**config.mk**
```make
export PLATFORM = sky130hd
export DESIGN_NAME = priority_scored_work_queue
export DESIGN_NICKNAME = d
export VERILOG_FILES = /design/src/rtl/pswq_pkg.sv /design/src/rtl/pswq_ram.sv /design/src/rtl/pswq_front.sv /design/src/rtl/pswq_fifo.sv /design/src/rtl/pswq_back.sv /design/src/rtl/priority_scored_work_queue.sv
export SDC_FILE = /design/constraint.sdc
export NUM_CORES = 2
export LEC_CHECK = 0
export BUFFER_PORTS_ARGS = -buffer_cell sky130_fd_sc_hd__buf_2
export CAP_MARGIN = 40
export CORE_ASPECT_RATIO = 0.7
export CORE_MARGIN = 3
export CORE_UTILIZATION = 40
export DETAILED_ROUTE_END_ITERATION = 8
export GPL_TIMING_DRIVEN = 1
export PLACE_DENSITY = 0.56
export SLEW_MARGIN = 10
export SYNTH_ARGS = -nofsm -noshare
export SYNTH_HDL_FRONTEND = slang
export SYNTH_SLANG_ARGS = --single-unit
```
**constraint.sdc**
```tcl
create_clock -name clk -period 7.96 [get_ports clk]
set_clock_uncertainty 0.15 [all_clocks]
set_input_delay 0.398 -clock clk [delete_from_list [all_inputs] [get_ports clk]]
set_output_delay 0.398 -clock clk [all_outputs]
set_load 0.01 [all_outputs]
```
**src/rtl/pswq_pkg.sv**
```systemverilog
`timescale 1ns / 1ps
// pswq_pkg: shared types and constants for the priority scored work queue
// no dependencies

package pswq_pkg;

  localparam int TAG_W   = 32;
  localparam int SCORE_W = 25;
  localparam int CFG_W   = 20;
  localparam int SIZE_W  = 32;
  localparam int OCC_W   = 5;

  localparam logic [SCORE_W-1:0] SCORE_MAX = {SCORE_W{1'b1}};

  localparam logic [CFG_W-1:0] PRIO_W_RST  = 20'd1000000;
  localparam logic [CFG_W-1:0] NPU_B_RST   = 20'd500000;
  localparam logic [CFG_W-1:0] VEC_B_RST   = 20'd300000;

  // size units are 1024 bytes
  localparam int UNIT_SHIFT = 10;

  localparam logic [1:0] CFG_PRIO_WEIGHT  = 2'd0;
  localparam logic [1:0] CFG_NPU_BONUS    = 2'd1;
  localparam logic [1:0] CFG_VECTOR_BONUS = 2'd2;

  localparam logic [1:0] ST_OK    = 2'd0;
  localparam logic [1:0] ST_FULL  = 2'd1;
  localparam logic [1:0] ST_EMPTY = 2'd2;
  localparam logic [1:0] ST_TAKEN = 2'd3;

  localparam int CQ_DEPTH = 2;
  localparam int CQ_PW    = 1;
  localparam int CQ_CW    = 2;

  typedef enum logic [1:0] {
    OP_PUSH  = 2'd0,
    OP_POP   = 2'd1,
    OP_STEAL = 2'd2,
    OP_NOP   = 2'd3
  } op_t;

  typedef struct packed {
    op_t                op;
    logic [TAG_W-1:0]   tag;
    logic [SCORE_W-1:0] score;
  } cmd_t;

  typedef struct packed {
    logic               claimed;
    logic [SCORE_W-1:0] score;
    logic [TAG_W-1:0]   tag;
  } entry_t;

endpackage

```
**src/rtl/pswq_ram.sv**
```systemverilog
`timescale 1ns / 1ps
// pswq_ram: generic single write port ram with one registered read port
// no dependencies

module pswq_ram #(
  parameter int WIDTH = 8,
  parameter int DEPTH = 16
) (
  input  logic                     clk,
  input  logic                     we,
  input  logic [$clog2(DEPTH)-1:0] waddr,
  input  logic [WIDTH-1:0]         wdata,
  input  logic                     re,
  input  logic [$clog2(DEPTH)-1:0] raddr,
  output logic [WIDTH-1:0]         rdata
);

  logic [WIDTH-1:0] mem [DEPTH];

  always_ff @(posedge clk) begin
    if (we) begin
      mem[waddr] <= wdata;
    end
    if (re) begin
      rdata <= mem[raddr];
    end
  end

endmodule

```
**src/rtl/pswq_front.sv**
```systemverilog
`timescale 1ns / 1ps
// pswq_front: config registers, input acceptance, op decode and score calculation
// depends on pswq_pkg

module pswq_front import pswq_pkg::*; (
  input  logic               clk,
  input  logic               rst,
  input  logic               cfg_valid,
  input  logic [1:0]         cfg_index,
  input  logic [CFG_W-1:0]   cfg_data,
  input  logic               in_valid,
  output logic               in_stall,
  input  logic [1:0]         kind,
  input  logic [TAG_W-1:0]   task_tag,
  input  logic [3:0]         priority_req,
  input  logic               uses_npu,
  input  logic               uses_vector,
  input  logic [SIZE_W-1:0]  first_size,
  input  logic [SIZE_W-1:0]  second_size,
  output logic               cmd_valid,
  output cmd_t               cmd_data,
  input  logic               cmd_full
);

  logic [CFG_W-1:0] prio_weight;
  logic [CFG_W-1:0] npu_bonus;
  logic [CFG_W-1:0] vector_bonus;

  logic             s1_valid;
  op_t              s1_op;
  logic [TAG_W-1:0] s1_tag;
  logic [23:0]      s1_prod;
  logic [20:0]      s1_bon;
  logic [22:0]      s1_units;

  logic        accept;
  op_t         op_c;
  logic [23:0] prod_c;
  logic [20:0] bon_c;
  logic [32:0] size_sum;
  logic [25:0] score_sum;

  always_ff @(posedge clk) begin
    if (rst) begin
      prio_weight  <= PRIO_W_RST;
      npu_bonus    <= NPU_B_RST;
      vector_bonus <= VEC_B_RST;
    end else if (cfg_valid) begin
      case (cfg_index)
        CFG_PRIO_WEIGHT:  prio_weight  <= cfg_data;
        CFG_NPU_BONUS:    npu_bonus    <= cfg_data;
        CFG_VECTOR_BONUS: vector_bonus <= cfg_data;
        default: ;
      endcase
    end
  end

  assign in_stall = s1_valid & cmd_full;
  assign accept   = in_valid & ~in_stall;

  always_comb begin
    case (kind)
      OP_PUSH:  op_c = OP_PUSH;
      OP_POP:   op_c = OP_POP;
      OP_STEAL: op_c = OP_STEAL;
      default:  op_c = OP_NOP;
    endcase
  end

  assign prod_c   = 24'(priority_req) * 24'(prio_weight);
  assign bon_c    = (uses_npu ? 21'(npu_bonus) : 21'd0)
                  + (uses_vector ? 21'(vector_bonus) : 21'd0);
  assign size_sum = {1'b0, first_size} + {1'b0, second_size};

  always_ff @(posedge clk) begin
    if (rst) begin
      s1_valid <= 1'b0;
    end else if (accept) begin
      s1_valid <= 1'b1;
    end else if (!cmd_full) begin
      s1_valid <= 1'b0;
    end
  end

  always_ff @(posedge clk) begin
    if (accept) begin
      s1_op    <= op_c;
      s1_tag   <= task_tag;
      s1_prod  <= prod_c;
      s1_bon   <= bon_c;
      s1_units <= size_sum[32:UNIT_SHIFT];
    end
  end

  assign score_sum = 26'(s1_prod) + 26'(s1_bon) + 26'(s1_units);

  assign cmd_valid      = s1_valid;
  assign cmd_data.op    = s1_op;
  assign cmd_data.tag   = s1_tag;
  assign cmd_data.score = score_sum[25] ? SCORE_MAX : score_sum[SCORE_W-1:0];

endmodule

```
**src/rtl/pswq_fifo.sv**
```systemverilog
`timescale 1ns / 1ps
// pswq_fifo: short command queue between front and back
// depends on pswq_pkg

module pswq_fifo import pswq_pkg::*; (
  input  logic clk,
  input  logic rst,
  input  logic wr_valid,
  input  cmd_t wr_data,
  output logic full,
  output logic rd_valid,
  output cmd_t rd_data,
  input  logic rd_pop
);

  cmd_t             slots [CQ_DEPTH];
  logic [CQ_PW-1:0] wr_ptr;
  logic [CQ_PW-1:0] rd_ptr;
  logic [CQ_CW-1:0] count;
  logic             push;
  logic             pop;

  assign full     = (count == CQ_CW'(CQ_DEPTH));
  assign rd_valid = (count != '0);
  assign rd_data  = slots[rd_ptr];
  assign push     = wr_valid & ~full;
  assign pop      = rd_pop & rd_valid;

  always_ff @(posedge clk) begin
    if (rst) begin
      wr_ptr <= '0;
      rd_ptr <= '0;
      count  <= '0;
    end else begin
      if (push) begin
        wr_ptr <= CQ_PW'(wr_ptr + 1'b1);
      end
      if (pop) begin
        rd_ptr <= CQ_PW'(rd_ptr + 1'b1);
      end
      if (push && !pop) begin
        count <= CQ_CW'(count + 1'b1);
      end else if (pop && !push) begin
        count <= CQ_CW'(count - 1'b1);
      end
    end
  end

  always_ff @(posedge clk) begin
    if (push) begin
      slots[wr_ptr] <= wr_data;
    end
  end

endmodule

```
**src/rtl/pswq_back.sv**
```systemverilog
`timescale 1ns / 1ps
// pswq_back: ring buffer sequencer, best score scan, steal, head retirement, result register
// depends on pswq_pkg, pswq_ram

module pswq_back import pswq_pkg::*; #(
  parameter int QUEUE_DEPTH = 16
) (
  input  logic               clk,
  input  logic               rst,
  input  logic               cmd_valid,
  input  cmd_t               cmd_data,
  output logic               cmd_pop,
  output logic               out_valid,
  input  logic               out_stall,
  output logic [1:0]         status,
  output logic [TAG_W-1:0]   out_tag,
  output logic [SCORE_W-1:0] out_score,
  output logic [OCC_W-1:0]   occupancy
);

  localparam int PW = $clog2(QUEUE_DEPTH);
  localparam int CW = $clog2(QUEUE_DEPTH + 1);
  localparam int EW = $bits(entry_t);
  localparam logic [CW-1:0] FULL_CNT = CW'(QUEUE_DEPTH);
  localparam logic [PW-1:0] LAST_PTR = PW'(QUEUE_DEPTH - 1);

  typedef enum logic [7:0] {
    S_IDLE      = 8'b0000_0001,
    S_SCAN      = 8'b0000_0010,
    S_CLAIM     = 8'b0000_0100,
    S_STEAL_CHK = 8'b0000_1000,
    S_RET_RD    = 8'b0001_0000,
    S_RET_CHK   = 8'b0010_0000,
    S_DONE      = 8'b0100_0000,
    S_STEAL_RD  = 8'b1000_0000
  } state_t;

  state_t state;

  logic [PW-1:0] head;
  logic [PW-1:0] tail;
  logic [CW-1:0] count;

  // scan bookkeeping
  logic [PW-1:0]      scan_idx;
  logic [CW-1:0]      issued;
  logic               pend;
  logic [PW-1:0]      pend_idx;
  logic               found;
  logic [PW-1:0]      best_idx;
  logic [SCORE_W-1:0] top_score;
  logic [TAG_W-1:0]   best_tag;
  logic [PW-1:0]      steal_idx;

  // result waiting for the output register
  logic [1:0]         r_status;
  logic [TAG_W-1:0]   r_tag;
  logic [SCORE_W-1:0] r_score;

  logic          we;
  logic [PW-1:0] waddr;
  entry_t        wdata;
  logic          re;
  logic [PW-1:0] raddr;
  entry_t        rd_entry;
  logic [EW-1:0] rdata;

  logic          issue;
  logic          out_free;
  logic [PW-1:0] tail_prev;

  function automatic logic [PW-1:0] ring_next(input logic [PW-1:0] p);
    ring_next = (p == LAST_PTR) ? '0 : PW'(p + 1'b1);
  endfunction

  assign tail_prev = (tail == '0) ? LAST_PTR : PW'(tail - 1'b1);
  assign rd_entry  = entry_t'(rdata);
  assign issue     = (state == S_SCAN) && (issued != count);
  assign out_free  = !out_valid || !out_stall;
  assign cmd_pop   = (state == S_IDLE) && cmd_valid;

  pswq_ram #(
    .WIDTH(EW),
    .DEPTH(QUEUE_DEPTH)
  ) u_store (
    .clk  (clk),
    .we   (we),
    .waddr(waddr),
    .wdata(wdata),
    .re   (re),
    .raddr(raddr),
    .rdata(rdata)
  );

  always_comb begin
    we    = 1'b0;
    waddr = tail;
    wdata = '{claimed: 1'b0, score: cmd_data.score, tag: cmd_data.tag};
    re    = 1'b0;
    raddr = head;
    case (state)
      S_IDLE: begin
        if (cmd_valid && cmd_data.op == OP_PUSH && count != FULL_CNT) begin
          we = 1'b1;
        end
      end
      S_SCAN: begin
        re    = issue;
        raddr = scan_idx;
      end
      S_STEAL_RD: begin
        re    = 1'b1;
        raddr = steal_idx;
      end
      S_CLAIM: begin
        we    = 1'b1;
        waddr = best_idx;
        wdata = '{claimed: 1'b1, score: top_score, tag: best_tag};
      end
      S_STEAL_CHK: begin
        we    = !rd_entry.claimed;
        waddr = steal_idx;
        wdata = '{claimed: 1'b1, score: rd_entry.score, tag: rd_entry.tag};
      end
      S_RET_RD: begin
        re    = (count != '0);
        raddr = head;
      end
      default: ;
    endcase
  end

  always_ff @(posedge clk) begin
    if (rst) begin
      state     <= S_IDLE;
      head      <= '0;
      tail      <= '0;
      count     <= '0;
      out_valid <= 1'b0;
      pend      <= 1'b0;
      found     <= 1'b0;
    end else begin
      if (out_valid && !out_stall) begin
        out_valid <= 1'b0;
      end
      case (state)
        S_IDLE: begin
          if (cmd_valid) begin
            r_status <= ST_OK;
            r_tag    <= '0;
            r_score  <= '0;
            state    <= S_DONE;
            case (cmd_data.op)
              OP_PUSH: begin
                if (count == FULL_CNT) begin
                  r_status <= ST_FULL;
                end else begin
                  tail    <= ring_next(tail);
                  count   <= CW'(count + 1'b1);
                  r_score <= cmd_data.score;
                end
              end
              OP_POP: begin
                if (count == '0) begin
                  r_status <= ST_EMPTY;
                end else begin
                  scan_idx <= head;
                  issued   <= '0;
                  pend     <= 1'b0;
                  found    <= 1'b0;
                  state    <= S_SCAN;
                end
              end
              OP_STEAL: begin
                if (count == '0) begin
                  r_status <= ST_EMPTY;
                end else begin
                  steal_idx <= tail_prev;
                  state     <= S_STEAL_RD;
                end
              end
              default: ;
            endcase
          end
        end
        S_SCAN: begin
          if (issue) begin
            scan_idx <= ring_next(scan_idx);
            issued   <= CW'(issued + 1'b1);
          end
          pend     <= issue;
          pend_idx <= scan_idx;
          if (pend && !rd_entry.claimed && (!found || rd_entry.score > top_score)) begin
            found     <= 1'b1;
            best_idx  <= pend_idx;
            top_score <= rd_entry.score;
            best_tag  <= rd_entry.tag;
          end
          if (!issue && !pend) begin
            if (found) begin
              state <= S_CLAIM;
            end else begin
              r_status <= ST_EMPTY;
              state    <= S_DONE;
            end
          end
        end
        S_CLAIM: begin
          r_tag   <= best_tag;
          r_score <= top_score;
          state   <= S_RET_RD;
        end
        S_STEAL_RD: begin
          state <= S_STEAL_CHK;
        end
        S_STEAL_CHK: begin
          if (rd_entry.claimed) begin
            r_status <= ST_TAKEN;
            state    <= S_DONE;
          end else begin
            r_tag   <= rd_entry.tag;
            r_score <= rd_entry.score;
            state   <= S_RET_RD;
          end
        end
        S_RET_RD: begin
          state <= (count == '0) ? S_DONE : S_RET_CHK;
        end
        S_RET_CHK: begin
          // claimed entry at the front retires; marks are rewritten on push
          if (rd_entry.claimed) begin
            head  <= ring_next(head);
            count <= CW'(count - 1'b1);
            state <= S_RET_RD;
          end else begin
            state <= S_DONE;
          end
        end
        S_DONE: begin
          if (out_free) begin
            out_valid <= 1'b1;
            status    <= r_status;
            out_tag   <= r_tag;
            out_score <= r_score;
            occupancy <= OCC_W'(count);
            state     <= S_IDLE;
          end
        end
        default: state <= S_IDLE;
      endcase
    end
  end

  logic [PW:0] ptr_gap;
  assign ptr_gap = (tail >= head) ? (PW+1)'(tail - head)
                                  : (PW+1)'((PW+1)'(tail) + (PW+1)'(QUEUE_DEPTH) - (PW+1)'(head));

  a_count_bound: assert property (@(posedge clk) disable iff (rst)
    count <= FULL_CNT)
    else $error("entry count above queue depth");

  a_ptr_gap: assert property (@(posedge clk) disable iff (rst)
    (count == FULL_CNT) || ((PW+1)'(count) == ptr_gap))
    else $error("head/tail gap disagrees with entry count");

  a_retire_nonempty: assert property (@(posedge clk) disable iff (rst)
    state == S_RET_CHK |-> count != '0)
    else $error("retire check on empty queue");

  a_full_status: assert property (@(posedge clk) disable iff (rst)
    (state == S_DONE && out_free && r_status == ST_FULL) |-> count == FULL_CNT)
    else $error("full status with room left");

endmodule

```
**src/rtl/priority_scored_work_queue.sv**
```systemverilog
`timescale 1ns / 1ps
// priority_scored_work_queue: top level, front decode/score, command queue, back sequencer
// depends on pswq_pkg, pswq_front, pswq_fifo, pswq_back

// Ring-buffer task queue of QUEUE_DEPTH entries with scored push, best-score pop and
// newest-entry steal; every item gives one result. The front registers the item and
// computes the score from the registered terms, then a two-entry command queue feeds the
// back sequencer, which owns the entry ram (one read and one write port). A pop scans
// the ram from the head for the best unclaimed entry; a steal reads the newest entry
// and reports it taken if it is already claimed. After a claim, claimed entries at the
// head retire until an unclaimed one is found or the queue empties.
// Results sit in an output register, so the next item is accepted while a result waits.

module priority_scored_work_queue import pswq_pkg::*; #(
  parameter int QUEUE_DEPTH = 16
) (
  input  logic               clk,
  input  logic               rst,
  input  logic               cfg_valid,
  output logic               cfg_ready,
  input  logic [1:0]         cfg_index,
  input  logic [CFG_W-1:0]   cfg_data,
  input  logic               in_valid,
  output logic               in_stall,
  input  logic [1:0]         kind,
  input  logic [TAG_W-1:0]   task_tag,
  input  logic [3:0]         priority_req,
  input  logic               uses_npu,
  input  logic               uses_vector,
  input  logic [SIZE_W-1:0]  first_size,
  input  logic [SIZE_W-1:0]  second_size,
  output logic               out_valid,
  input  logic               out_stall,
  output logic [1:0]         status,
  output logic [TAG_W-1:0]   out_tag,
  output logic [SCORE_W-1:0] out_score,
  output logic [OCC_W-1:0]   occupancy
);

  logic f_valid;
  cmd_t f_data;
  logic q_full;
  logic q_valid;
  cmd_t q_data;
  logic q_pop;

  assign cfg_ready = 1'b1;

  pswq_front u_front (
    .clk         (clk),
    .rst         (rst),
    .cfg_valid   (cfg_valid),
    .cfg_index   (cfg_index),
    .cfg_data    (cfg_data),
    .in_valid    (in_valid),
    .in_stall    (in_stall),
    .kind        (kind),
    .task_tag    (task_tag),
    .priority_req(priority_req),
    .uses_npu    (uses_npu),
    .uses_vector (uses_vector),
    .first_size  (first_size),
    .second_size (second_size),
    .cmd_valid   (f_valid),
    .cmd_data    (f_data),
    .cmd_full    (q_full)
  );

  pswq_fifo u_queue (
    .clk     (clk),
    .rst     (rst),
    .wr_valid(f_valid),
    .wr_data (f_data),
    .full    (q_full),
    .rd_valid(q_valid),
    .rd_data (q_data),
    .rd_pop  (q_pop)
  );

  pswq_back #(
    .QUEUE_DEPTH(QUEUE_DEPTH)
  ) u_back (
    .clk      (clk),
    .rst      (rst),
    .cmd_valid(q_valid),
    .cmd_data (q_data),
    .cmd_pop  (q_pop),
    .out_valid(out_valid),
    .out_stall(out_stall),
    .status   (status),
    .out_tag  (out_tag),
    .out_score(out_score),
    .occupancy(occupancy)
  );

endmodule

```
==> results.cfg <==
[clock_tree]
cts_buffers = 150
htreeDepth = 4
post-cts-setup-buffers = 0
cts.clk_slew.worst_paths_ps = 60
cts_tree = built
cts_sinks = 1497
insertion_delay_ps = 780
cts_buffer_depth = 3
hold_buffers = 108
cts_repair_resize_count = 0
cts_root_buffer = clkbuf_16

[pwr]
p_leak_nw = 24.5
cellPowerDensity_mw_per_mm2 = 263
p_total_mw = 19.7
ir_worst_vdd_mv = 0.190

[synth]
synth_edf_count = 1407
synthArstFlopShare_pct = 0
syn-instance-count = 4192
ys.warnings.count = 0
synth_fp_nets = 4526
ys_types = 75
ys_seq_area_share_pct = 67.8
syn_area_mm2 = 0.0649
ys_dominant_reg_cell = edfxtp_1
syn_area_per_cell_um2 = 15.5
ys_ff_latch = 1497

[global_route]
grt_pass1_wl_mm = 226
gr-total-overflow = 0
grt_start_max_net_pins = 109
grt_usage_pct = 17.9
grt_antenna_before_repair = 3
grt_pass1_vias = 35500

[placement]
placed_area_mm2 = 0.0692
port_buffers = 196
place_congestion = 0.855
hpwlAfterDp_mm = 96.0
place_ws_ps = 2750

[sta]
hold_viol_final = 0
fin_ws_ps = 2760
fin_crit_sh_pct = 65.4
tns_ps = 0
maxSlewHeadroom_pct = 39.2
tightest_slew_ps = 912
hold_ws_ps = 94.1
min_period_ps = 5200
slew_viol_final = 0
setup_viol_count_final = 0
fmax_mhz = 192
rsz0062_at_grt = false

[critical_path]
start_kind = register
cp_max_fo = 44
arrival_ps = 5440
critPathCaptureType = register
setup.worst_path.class = register to register
worstPathRequired_ps = 8190

[final_layout]
drive_gt1_share_pct = 12.4
fill_cells = 13900
area_growth_syn_to_layout_pct = 15.4
nNetsFinal = 4941
diodes = 0
regArea_mm2 = 0.0441
multi_input_area_mm2 = 0.0198
final_area_mm2 = 0.0750

[floorplan]
die_x_um = 488
initial_utilization_pct = 40.3
dieHeight_um = 343
ioPinCount = 198
row_count = 123
core_mm2 = 0.161
dieArea_mm2 = 0.167

[routing]
vias = 35600
post-route-drc-count = 0
drtPass1Iterations = 5
first_iter_violations = 2577
antenna_left = 0
routed_via_density = 5.20
avgRoutedWirePerCell_um = 21.9
drt-total-wl_mm = 150

[status]
status = finished clean

[hold_path]
hold_path.class = input port to register

[flow_run]
cap_violations = 0
## logic make-up after synthesis
logic type	count (synthesis)	share of synthesized area, %
buffers and inverters	278	2.03
other	1	0.00577
flip-flops	1497	67.8
adder cells (fa/ha/maj)	203	4.37
XOR/XNOR	105	1.42
multiplexers	933	14.4
AND/OR/NAND/NOR	656	4.86
AO/OA/AOI/OAI	519	5.11
## cell usage after synthesis (all sizes together), types with 15 or more instances
cell / number / area, um^2
ha: 163 / 2040
inv: 103 / 387
buf: 102 / 648
o21ai: 114 / 571
dfxtp: 90 / 1800
xor2: 40 / 350
nor2b: 17 / 106
nand3b: 29 / 218
clkbuf: 72 / 274
nor2: 130 / 488
nor3: 21 / 105
and2: 76 / 475
a22o: 33 / 289
nand2b: 19 / 119
mux2i: 933 / 9340
nand2: 264 / 996
a22oi: 30 / 225
a21o: 47 / 353
xnor2: 65 / 569
o21a: 19 / 143
nand4: 15 / 93.8
edfxtp: 1407 / 42300
fa: 40 / 801
o21bai: 43 / 323
nand3: 33 / 170
a21oi: 159 / 796
## placed cells by master (no fill, tap or decap), types with 14 or more instances in the layout
| master | count |
|---|---|
| fa_1 | 40 |
| edfxtp_1 | 1407 |
| o21ai_0 | 104 |
| a22o_1 | 33 |
| buf_2 | 196 |
| mux2i_1 | 933 |
| clkinv_2 | 22 |
| nor2_1 | 113 |
| nand4_1 | 15 |
| a21o_1 | 46 |
| nor3_1 | 21 |
| xnor2_1 | 65 |
| ha_1 | 163 |
| nand3b_1 | 29 |
| o21a_1 | 19 |
| a21oi_1 | 155 |
| a22oi_1 | 30 |
| dlygate4sd3_1 | 108 |
| clkbuf_16 | 157 |
| buf_12 | 14 |
| inv_1 | 102 |
| clkbuf_1 | 39 |
| xor2_1 | 40 |
| buf_4 | 108 |
| nand3_1 | 32 |
| nor2_4 | 17 |
| clkinv_1 | 29 |
| nand2_1 | 260 |
| o21bai_1 | 41 |
| and2_1 | 76 |
| nand2b_1 | 19 |
| dfxtp_1 | 89 |
| nor2b_1 | 16 |
## layout make-up
cell class	count	share of cell area (%)
inverters	104	0.527
repair buffers	437	4.53
well taps	2125	3.55
flip-flops and latches	1497	58.8
clock buffers	197	5.45
multi-input cells	2417	26.4
clock inverters	72	0.754
## power breakdown
group | switching (mW) | total, mW | leakage (nW) | internal, mW
logic | 2.06 | 3.12 | 8.75 | 1.07
registers | 0.163 | 9.83 | 13.5 | 9.67
clock network | 2.93 | 6.75 | 2.27 | 3.82
total | 5.15 | 19.7 | 24.5 | 14.6
## sequential cells by signal, indices dropped and copies added, names as in the netlist, 5 cells and up, named ones only
| signal | flops |
|---|---|
| u_front.vector_bonus | 20 |
| u_back.out_score | 25 |
| u_front.prio_weight | 20 |
| u_back.top_score | 25 |
| u_front.s1_tag | 32 |
| u_back.r_score | 25 |
| u_back.out_tag | 32 |
| u_back.issued | 5 |
| u_front.s1_bon | 21 |
| u_queue.slots | 118 |
| u_front.npu_bonus | 20 |
| u_back.u_store.rdata | 58 |
| u_back.count | 5 |
| u_back.u_store.mem | 928 |
| u_back.best_tag | 32 |
| u_back.occupancy | 5 |
| u_back.state | 8 |
| u_front.s1_units | 23 |
| u_back.r_tag | 32 |
| u_front.s1_prod | 24 |
## final timing paths
check	startpoint	endpoint	slack, ps	cells after the start
setup / recovery	u_back.state[7]	u_back.u_store.mem[4][5]	2760	10
hold reg to reg	u_back.r_tag[2]	u_back.out_tag[2]	270	0
hold / removal	first_size[20]	u_front.s1_units[10]	90	4
setup reg to reg	u_back.state[7]	u_back.u_store.mem[4][5]	2760	10
## stage by stage
stage,std cells,utilization [%]
global route,6849,46.6
global placement,6421,42.6
finish,6849,46.6
detailed placement,6472,43.0
floorplan,4192,-
CTS,6849,46.6
## worst max-delay path: stages, from the launching register on
cell and delay (ps):
dfxtp_1 450, or4_1 600, nor3_1 230, and3b_4 600, nor2_1 250, inv_2 440, nor2_1 110, a221oi_1 300
nand2_1 320, nor2_4 590, buf_4 720
## layer usage
| metal | track usage, % | vias to the layer above | share of wire (%) |
|---|---|---|---|
| met2 | 25.8 | 736 | 42 |
| met5 | 0 | - | 0 |
| li1 | - | 16800 | - |
| met1 | 28.0 | 17900 | 52 |
| met4 | 4.98 | 0 | 2.0 |
| met3 | 2.37 | 196 | 4.2 |
(Power assumes the default switching activity.)
